==> config.mk <==
export PLATFORM = sky130hd
export DESIGN_NAME = length_prefixed_message_deframer_core
export DESIGN_NICKNAME = d
export VERILOG_FILES = /design/src/rtl/core/lpmd_pkg.sv /design/src/rtl/core/lpmd_step.sv /design/src/rtl/core/length_prefixed_message_deframer_core.sv
export VERILOG_INCLUDE_DIRS = /design/src /design/src/rtl/core
export SDC_FILE = /design/constraint.sdc
export NUM_CORES = 1
export LEC_CHECK = 0
export ABC_AREA = 0
export BUFFER_PORTS_ARGS = -buffer_cell sky130_fd_sc_hd__clkbuf_2
export CAP_MARGIN = 30
export CORE_MARGIN = 2
export CORE_UTILIZATION = 45
export CTS_CLUSTER_SIZE = 14
export DETAILED_ROUTE_END_ITERATION = 16
export GPL_TIMING_DRIVEN = 0
export MAX_ROUTING_LAYER = met4
export SYNTH_ARGS = -nofsm -noshare
export SYNTH_HDL_FRONTEND = slang
export SYNTH_SLANG_ARGS = --single-unit
==> constraint.sdc <==
create_clock -name clk -period 5.5 [get_ports clk]
set_input_delay 1.1 -clock clk [delete_from_list [all_inputs] [get_ports clk]]
set_output_delay 1.1 -clock clk [all_outputs]
set_load 0.005 [all_outputs]
==> src/rtl/core/assert_macros.svh <==
// Assertion macros shared by the deframer RTL.
// Used by files that check their own control state; no other dependencies.
`ifndef ASSERT_MACROS_SVH
`define ASSERT_MACROS_SVH

// Check a condition at every rising clock edge outside reset.
`define LPMD_ASSERT(lbl, clk, rstn, cond, msg) \
	lbl: assert property (@(posedge clk) disable iff (!rstn) (cond)) else $error(msg);

// Check that a condition in one cycle implies another in the next cycle.
`define LPMD_ASSERT_NEXT(lbl, clk, rstn, ante, cons, msg) \
	lbl: assert property (@(posedge clk) disable iff (!rstn) (ante) |=> (cons)) else $error(msg);

`endif

==> src/rtl/core/lpmd_pkg.sv <==
// Types and constants for the length-prefixed message deframer.
// No dependencies; imported by lpmd_step and the top level.
`default_nettype none

package lpmd_pkg;

	localparam logic OP_BYTE = 1'b0;
	localparam logic OP_TICK = 1'b1;

	localparam logic [1:0] KIND_PAYLOAD  = 2'd0;
	localparam logic [1:0] KIND_EMPTY    = 2'd1;
	localparam logic [1:0] KIND_OVERSIZE = 2'd2;
	localparam logic [1:0] KIND_TIMEOUT  = 2'd3;

	localparam logic [7:0] REG_TIMEOUT_TICKS = 8'd0;
	localparam logic [7:0] REG_MAX_MSG_LEN   = 8'd1;

	localparam logic [15:0] TIMEOUT_RESET = 16'd3000;
	localparam logic [15:0] MAX_LEN_RESET = 16'd1024;
	localparam logic [16:0] IDLE_MAX      = 17'h1FFFF;

	typedef struct packed {
		logic        awaiting_header;
		logic        low_byte_held;
		logic [7:0]  held_low_byte;
		logic [15:0] expected_length;
		logic [15:0] received_count;
		logic        skip_to_packet_end;
		logic [16:0] idle_count;
	} lpmd_state_t;

	localparam lpmd_state_t STATE_RESET = '{
		awaiting_header:    1'b1,
		low_byte_held:      1'b0,
		held_low_byte:      8'd0,
		expected_length:    16'd0,
		received_count:     16'd0,
		skip_to_packet_end: 1'b0,
		idle_count:         17'd0
	};

	typedef struct packed {
		logic        valid;
		logic [1:0]  kind;
		logic [7:0]  payload_byte;
		logic [15:0] byte_index;
		logic        last_of_message;
		logic [15:0] message_length;
	} lpmd_result_t;

endpackage

`default_nettype wire

==> src/rtl/core/lpmd_step.sv <==
// Next-state and result logic of the deframer for one request.
// Depends on lpmd_pkg for the state and result structs and codes.
`default_nettype none

module lpmd_step
	import lpmd_pkg::*;
(
	input  wire lpmd_state_t  state,
	input  wire               operation,
	input  wire [7:0]         data_byte,
	input  wire               packet_end,
	input  wire [15:0]        timeout_ticks,
	input  wire [15:0]        max_message_length,
	output lpmd_state_t       next_state,
	output lpmd_result_t      result
);

	logic        in_message;
	logic [16:0] idle_inc;
	logic [15:0] header_len;
	logic [16:0] count_inc;
	logic        is_last;

	assign in_message = !state.awaiting_header || state.low_byte_held;
	assign idle_inc   = (state.idle_count == IDLE_MAX) ? state.idle_count
		: state.idle_count + 17'd1;
	assign header_len = {data_byte, state.held_low_byte};
	assign count_inc  = {1'b0, state.received_count} + 17'd1;
	assign is_last    = count_inc >= {1'b0, state.expected_length};

	always_comb begin
		next_state = state;
		result     = '0;
		if (operation == OP_TICK) begin
			if (!in_message) begin
				next_state.idle_count = 17'd0;
			end else if (idle_inc > {1'b0, timeout_ticks}) begin
				// abort the stalled message; skip flag is untouched
				next_state = STATE_RESET;
				next_state.skip_to_packet_end = state.skip_to_packet_end;
				result.valid = 1'b1;
				result.kind  = KIND_TIMEOUT;
				result.message_length = state.awaiting_header ? 16'd0
					: state.expected_length;
			end else begin
				next_state.idle_count = idle_inc;
			end
		end else begin
			next_state.idle_count = 17'd0;
			if (state.skip_to_packet_end) begin
				if (packet_end)
					next_state.skip_to_packet_end = 1'b0;
			end else if (state.awaiting_header) begin
				if (!state.low_byte_held) begin
					// drop a low header byte that ends its packet
					if (!packet_end) begin
						next_state.held_low_byte = data_byte;
						next_state.low_byte_held = 1'b1;
					end
				end else begin
					next_state.low_byte_held = 1'b0;
					next_state.held_low_byte = 8'd0;
					if (header_len > max_message_length) begin
						next_state = STATE_RESET;
						next_state.skip_to_packet_end = !packet_end;
						result.valid = 1'b1;
						result.kind  = KIND_OVERSIZE;
						result.message_length = header_len;
					end else if (header_len == 16'd0) begin
						result.valid = 1'b1;
						result.kind  = KIND_EMPTY;
						result.last_of_message = 1'b1;
					end else begin
						next_state.expected_length = header_len;
						next_state.received_count  = 16'd0;
						next_state.awaiting_header = 1'b0;
					end
				end
			end else begin
				if (is_last) begin
					next_state = STATE_RESET;
					next_state.skip_to_packet_end = state.skip_to_packet_end;
				end else begin
					next_state.received_count = count_inc[15:0];
				end
				result.valid           = 1'b1;
				result.kind            = KIND_PAYLOAD;
				result.payload_byte    = data_byte;
				result.byte_index      = state.received_count;
				result.last_of_message = is_last;
				result.message_length  = state.expected_length;
			end
		end
	end

endmodule

`default_nettype wire

==> src/rtl/core/length_prefixed_message_deframer_core.sv <==
// Length-prefixed message deframer, top level.
// Depends on lpmd_pkg, lpmd_step and assert_macros.svh.
//
// Input channel (in_valid/in_ready): one request per accepted item, either a
// received byte (operation 0) with its packet_end mark, or a timer tick
// (operation 1). Each message is a 2-byte little-endian length header and
// then that many payload bytes, possibly across link packets.
// Output channel (out_valid/out_ready): at most one result per request:
// a payload byte with its index, an empty message, an oversize abort or a
// timeout abort. A result is registered and appears in the cycle after its
// request is accepted. Throughput is one request per cycle: the state update is
// a single pass of counter and compare logic, and the result register takes a
// new result in the cycle its current one is taken. When the receiver stalls
// with a result held, in_ready drops until that result is taken.
// Configuration (cfg_valid/cfg_ready): index 0 writes timeout_ticks, index 1
// writes max_message_length; other indexes are ignored. cfg_ready is always
// high. Write only while no request is in flight.
// Reset clears the framing state, empties the result register and loads
// timeout_ticks = 3000 and max_message_length = 1024.
`default_nettype none

`include "assert_macros.svh"

module length_prefixed_message_deframer_core
	import lpmd_pkg::*;
(
	input  wire         clk,
	input  wire         arst_n,

	input  wire         cfg_valid,
	output logic        cfg_ready,
	input  wire  [7:0]  cfg_index,
	input  wire  [15:0] cfg_data,

	input  wire         in_valid,
	output logic        in_ready,
	input  wire         operation,
	input  wire  [7:0]  data_byte,
	input  wire         packet_end,

	output logic        out_valid,
	input  wire         out_ready,
	output logic [1:0]  kind,
	output logic [7:0]  payload_byte,
	output logic [15:0] byte_index,
	output logic        last_of_message,
	output logic [15:0] message_length
);

	logic [15:0]  timeout_ticks_q;
	logic [15:0]  max_len_q;
	lpmd_state_t  state_q;
	lpmd_state_t  state_next;
	lpmd_result_t step_res;
	lpmd_result_t res_q;
	logic         in_fire;

	assign cfg_ready = 1'b1;
	assign in_ready  = !res_q.valid || out_ready;
	assign in_fire   = in_valid && in_ready;

	always_ff @(posedge clk or negedge arst_n) begin
		if (!arst_n) begin
			timeout_ticks_q <= TIMEOUT_RESET;
			max_len_q       <= MAX_LEN_RESET;
		end else if (cfg_valid) begin
			unique case (cfg_index)
				REG_TIMEOUT_TICKS: timeout_ticks_q <= cfg_data;
				REG_MAX_MSG_LEN:   max_len_q       <= cfg_data;
				default: ;
			endcase
		end
	end

	lpmd_step u_step (
		.state              (state_q),
		.operation          (operation),
		.data_byte          (data_byte),
		.packet_end         (packet_end),
		.timeout_ticks      (timeout_ticks_q),
		.max_message_length (max_len_q),
		.next_state         (state_next),
		.result             (step_res)
	);

	always_ff @(posedge clk or negedge arst_n) begin
		if (!arst_n) begin
			state_q <= STATE_RESET;
		end else if (in_fire) begin
			state_q <= state_next;
		end
	end

	// result register: load the fields only with a result, hold them otherwise
	always_ff @(posedge clk or negedge arst_n) begin
		if (!arst_n) begin
			res_q <= '0;
		end else if (in_fire) begin
			if (step_res.valid) begin
				res_q <= step_res;
			end else begin
				res_q.valid <= 1'b0;
			end
		end else if (out_ready) begin
			res_q.valid <= 1'b0;
		end
	end

	assign out_valid       = res_q.valid;
	assign kind            = res_q.kind;
	assign payload_byte    = res_q.payload_byte;
	assign byte_index      = res_q.byte_index;
	assign last_of_message = res_q.last_of_message;
	assign message_length  = res_q.message_length;

	`LPMD_ASSERT(a_low_byte_only_in_header, clk, arst_n,
		!state_q.low_byte_held || state_q.awaiting_header,
		"low header byte held while receiving a body")
	`LPMD_ASSERT(a_skip_only_in_header, clk, arst_n,
		!state_q.skip_to_packet_end || (state_q.awaiting_header && !state_q.low_byte_held),
		"packet skip active inside a message")
	`LPMD_ASSERT(a_count_below_length, clk, arst_n,
		state_q.awaiting_header || (state_q.received_count < state_q.expected_length),
		"received count reached expected length inside a body")
	`LPMD_ASSERT(a_header_clears_body, clk, arst_n,
		!state_q.awaiting_header || (state_q.received_count == 16'd0),
		"received count not cleared while awaiting a header")
	`LPMD_ASSERT_NEXT(a_result_registered, clk, arst_n,
		in_fire && step_res.valid, res_q.valid,
		"accepted request with a result did not load the result register")

endmodule

`default_nettype wire
Word-level counts from Yosys, hierarchy flattened
Cells that the tools add are included.
- bits in registers: 136
- bits of input ports: 39
- output and inout bits: 46
- logic and storage cells: 91
- $add $sub $neg: 2
- order comparisons: 3
- equality and inequality tests: 8
- muxes and demuxes: 43
- bitwise gates (word level): 1
- reductions and logical operators: 19
- operators with widths (kind ; count):
    $mux 60 ; 2
    $mux 17 ; 6
    $mux 16 ; 6
    $mux 43 ; 2
    $mux 32 ; 2
    $mux 50 ; 1
    $mux 44 ; 1
    $mux 42 ; 1
    $mux 26 ; 1
    $mux 25 ; 1
    $mux 24 ; 1
    $mux 3 ; 7
    $mux 18 ; 1
    $mux 9 ; 2
    $add 16x1->17 const B ; 1
    $add 17x1->17 const B ; 1
    $eq 17x17->1 const B ; 1
    $ge 17x16->1 ; 1
    $gt 17x16->1 ; 1
    $gt 16x16->1 ; 1
    $logic_not 16->1 ; 1
    $reduce_and 6->1 ; 2
    $mux 1 ; 9
    $eq 8x1->1 const B ; 1
    other kinds (16) ; 23

Longest topological paths before layout
- word-level depth: 9
- gate-level depth with buffers: 18
- depth with buffers taken out: 16

Modules after synthesis
From an unflattened synthesis, not the netlist that was laid out.
- cell total of the unflattened synthesis: 741
- area total of the unflattened synthesis: 8224.1 sq um
- modules (own cells, without submodules) (module ; times used ; cells an instance ; area an instance (sq um) ; sequential area each (sq um)):
    length_prefixed_message_deframer_core ; 1 ; 295 ; 5119.9 ; 3414.5
    lpmd_step ; 1 ; 446 ; 3104.2 ; 0.0

Worst setup path after synthesis
No wires, ideal clock.
- path kind: flip-flop to flip-flop
- start: register state_q[0] (netlist bit)
- end: register res_q, in the netlist message_length[10]
- setup time: 0.125 ns
- data arrival time: 3.800 ns
- data required time: 5.375 ns
- path slack: 1.575 ns
- cell stages (with the launch flop): 18
- buffers on the path: 2
- period minus slack after synthesis: 3.925 ns
- cells stage by stage: dfrtp_1 -> ha_1 -> nand4_1 -> nor4_4 -> a211oi_1 -> nand2_1 -> nor2_1 -> xnor2_1 -> ha_1 -> nand4_1 -> nor4_1 -> and4_1 -> a31oi_1 -> and3_1 -> or3_1 -> buf_6 -> buf_6 -> mux2_4
- word-level cells in the longest chain between the ends: 7
- elaborated cells between the ends (all ways): 11
- classes of those cells: add/sub (1); order compare (1); eq/ne (1); mux (7); reduce/logical (1)
- RTL lines (what ; line ; RTL):
    start: declaration ; length_prefixed_message_deframer_core.sv:52 ; lpmd_state_t state_q;
    start signal: assignment ; length_prefixed_message_deframer_core.sv:90 ; state_q <= state_next;
    $add 17x1->17 or $eq 17x17->1 (tied branches) ; lpmd_step.sv:26, lpmd_step.sv:25 ;
    $mux 17 * ; lpmd_step.sv:25 ; assign idle_inc = (state.idle_count == IDLE_MAX) ? state.idle_count
    $gt 17x16->1 * ; lpmd_step.sv:37 ; end else if (idle_inc > {1'b0, timeout_ticks}) begin
    $mux 3 ; lpmd_step.sv:37 ;
    $mux 3 ; lpmd_step.sv:35 ; if (!in_message) begin
    $mux 3 ; lpmd_step.sv:34 ; if (operation == OP_TICK) begin
    $reduce_and 2->1 (no source line) ; -- ;
    end signal: assignment ; length_prefixed_message_deframer_core.sv:100 ; res_q <= step_res;
    end: declaration ; length_prefixed_message_deframer_core.sv:55 ; lpmd_result_t res_q;
Mark *: on every way between the ends. The rest lies on a longest branch, timed or not.
A chain may end at the register's enable or synchronous reset.

Worst setup path after layout
- start: register state_q[8] (netlist bit)
- end: register state_q[45] (netlist bit)
- word-level cells in the longest chain between the ends: 5
- elaborated cells between the ends (all ways): 6
- classes of those cells: add/sub (1); order compare (1); eq/ne (2); mux (1); reduce/logical (1)
- RTL lines (what ; line):
    $add 17x1->17 or $eq 17x17->1 (tied branches) ; lpmd_step.sv:26, lpmd_step.sv:25
    $mux 17 * ; lpmd_step.sv:25
    $gt 17x16->1 * ; lpmd_step.sv:37
    $ne 2x1->1 (no source line) * ; --
    $reduce_and 7->1 (no source line) * ; --
Marked as above.

==> results.json <==
{
  "skew_ps": 13.1,
  "pre_cts_slack_ps": 529,
  "drtAntennaViolNets": 0,
  "port_buffers": 83,
  "clockRootBuffer": "clkbuf_16",
  "syn_to_final_growth_pct": 16.9,
  "clk_path_buf_depth": 2,
  "final_nets": 1011,
  "routedWlPerCell_um": 16.8,
  "synth.top_cell.area_share_pct": 40.3,
  "grt_pass1_wl_um": 31900,
  "synth_enable_flop_cells": 0,
  "leakage_nw": 4.37,
  "antenna_found_initial": 0,
  "peakVddDrop_v": 0.000220,
  "synth_top_area_cell": "dfrtp_1",
  "rows": 48,
  "clk_latency_ps": 430,
  "wl_um": 19400,
  "ys_seq_area_share_pct": 43.3,
  "max_freq_mhz": 207,
  "die_height_um": 136,
  "critical_path_arrival_ps": 5160,
  "core_um2": 17200,
  "crit_type": "flip-flop to flip-flop",
  "grtUsageTotal_pct": 23.0,
  "synth_fp_nets": 908,
  "fin_tns_setup_ps": 0,
  "grt.overflow.total": 0,
  "crit_fanout": 10,
  "holdWs_ps": 507,
  "startpoint_type": "flip-flop",
  "pin_count": 85,
  "postSynthCellCount": 819,
  "grt_max_degree": 94,
  "antenna_cells": 0,
  "cts_tree": "done",
  "synthTopCellsByArea": "dfrtp_1 (40%), ha_1 (7.9%), nand2_1 (5.7%), mux2i_1 (5.1%), inv_1 (3.6%)",
  "dieArea_um2": 18600,
  "yosysWarnings": 0,
  "dp_cells": 1128,
  "drv_cap": 0,
  "hold_viol": 0,
  "total_power_mw": 3.21,
  "async_reset_ff_share_pct": 100,
  "vias": 6168,
  "post-route-period-util_pct": 87.7,
  "syn_avg_cell_area_um2": 9.62,
  "worst_pin_slew_ps": 922,
  "cts_sinks": 136,
  "synth_top_flop_cell": "dfrtp_1",
  "min_period_ps": 4830,
  "slew_headroom_pct": 38.0,
  "layout_setup_ws_ps": 675,
  "numCtsBuffers": 17,
  "power_density_nw_per_um2": 348,
  "via_per_inst": 5.32,
  "clk_transition_reported_paths_ps": 60,
  "drt-initial-drc-count": 304,
  "rsz0062_at_grt": "no",
  "syn_area_um2": 7880,
  "start_util_pct": 45.7,
  "worst_ep_required_time_ps": 5840,
  "post_cts_buffers": 0,
  "dp_hpwl_um": 14300,
  "ys_seq_elements": 136,
  "gp_congestion": 0.828,
  "status": "finished, final reports clean",
  "grt_pass1_vias": 6025,
  "hp-class": "flip-flop to flip-flop",
  "first_pass_iters": 7,
  "synthDistinctLibCells": 58,
  "htree_levels": 4,
  "die_w_um": 136,
  "final_max_slew_viol_count": 0,
  "drive_gt1_share_pct": 21.1,
  "drc": 0,
  "worstSetupEndpointType": "flip-flop",
  "cts_hold_buf": 0,
  "stdcell_count": 1160,
  "setup_viol": 0
}
## registers in the layout, indices dropped and copies added, names as in the netlist
signal,cells
payload_byte,8
timeout_ticks_q,16
state_q,60
last_of_message,1
kind,2
max_len_q,16
message_length,16
out_valid,1
byte_index,16
## power by group
| part | internal (mW) | switching [mW] |
|---|---|---|
| combinational | 0.337 | 0.489 |
| clock | 0.676 | 0.473 |
| sequential | 1.12 | 0.109 |
| total | 2.14 | 1.07 |
## path summary, 6_finish.rpt
path | from | end | slack (ps) | cells after the start
worst max-delay path | state_q[8] | state_q[45] | 670 | 17
worst min-delay path | max_len_q[1] | max_len_q[1] | 510 | 1
worst max register to register | state_q[8] | state_q[45] | 670 | 17
worst min register to register | max_len_q[1] | max_len_q[1] | 510 | 1
max in group asynchronous | arst_n | timeout_ticks_q[3] | 4100 | 2
min in group asynchronous | arst_n | message_length[13] | 590 | 1
## logic make-up after synthesis
| kind of cell | Yosys count | synth area share [%] |
|---|---|---|
| muxes | 76 | 10.8 |
| DFF | 136 | 43.3 |
| adders and majority gates | 50 | 7.94 |
| other | 1 | 0.0476 |
| xor gates and xnor gates | 28 | 3.11 |
| AOI/OAI and AO/OA | 152 | 12.1 |
| and+or+nand+nor | 258 | 16.3 |
| buffers and inverters | 118 | 6.27 |
## cell usage in the layout (no fill, tap or decap), drive strengths merged, types with 3 or more instances in the layout
cell type  netlist  final
nand3           20     20
nand2b           5      5
a21o             6      6
inv             77     83
nand2          119    119
and2             6      6
nor4            10     10
ha              50     50
mux2            36     36
xnor2           16     16
o21ai           41     41
xor2            12     12
a31oi            5      5
mux2i           40     40
buf             19     20
and3             5      5
nor2            26     26
and4             5      5
o21a            13     13
nor2b            6      6
o31ai            4      4
clkinvlp         0      5
dfstp            9      9
a21oi           47     47
nand4           29     29
nor3            13     13
clkbuf          22    122
a22o            13     13
dfrtp          127    127
o211ai           4      4
or3              5      5
a31o             8      8
a211oi           3      3
## routing by layer
| metal | wire (um) | vias up | global-route usage (%) |
|---|---|---|---|
| li1 | - | 3067 | - |
| met1 | 8960 | 2943 | 29.8 |
| met2 | 9460 | 128 | 36.5 |
| met3 | 648 | 30 | 3.80 |
| met4 | 373 | 0 | 8.16 |
| met5 | 0 | - | - |
## critical path, cell delays in order, from the launching register on
cell	delay [ps]
dfrtp_1	320
buf_2	200
nand4_4	160
nor4_4	430
a21o_1	290
or2_2	140
buf_2	190
nor2_1	80
xor2_1	170
ha_1	310
nand4_1	150
nor4_1	410
o21ai_0	160
a31oi_1	440
o21ai_1	270
nor3_4	510
buf_6	250
mux2i_1	220
## final cells by class
class	count	area, um^2
Clock inverter	15	166
Sequential cell	136	3410
Clock buffer	17	425
Buffer	41	205
Inverter	77	289
Multi-Input combinational cell	565	3980
Timing Repair Buffer	84	452
Fill cell	1620	8030
Tap cell	225	282
## metrics by stage
| step | util (%) | instance area (um^2) |
|---|---|---|
| after floorplan | - | 7880 |
| after global placement | 49.8 | 8580 |
| after detailed placement | 50.0 | 8610 |
| after CTS | 53.4 | 9200 |
| after global routing | 53.4 | 9210 |
| final | 53.4 | 9210 |
## cells in the mapped netlist (all sizes together) (3+ instances only)
| cell type | n |
|---|---|
| a211oi | 3 |
| a21o | 6 |
| a21oi | 47 |
| a22o | 13 |
| a31o | 8 |
| a31oi | 5 |
| and2 | 6 |
| and3 | 5 |
| and4 | 5 |
| buf | 19 |
| clkbuf | 22 |
| dfrtp | 127 |
| dfstp | 9 |
| ha | 50 |
| inv | 77 |
| mux2 | 36 |
| mux2i | 40 |
| nand2 | 119 |
| nand2b | 5 |
| nand3 | 20 |
| nand4 | 29 |
| nor2 | 26 |
| nor2b | 6 |
| nor3 | 13 |
| nor4 | 10 |
| o211ai | 4 |
| o21a | 13 |
| o21ai | 41 |
| o31ai | 4 |
| or3 | 5 |
| xnor2 | 16 |
| xor2 | 12 |
## repair_timing
action	CTS	global route
resized for setup	0	1
endpoints found under the hold margin	0	0
endpoints found under the setup margin	0	20
(Power assumes the default switching activity.)
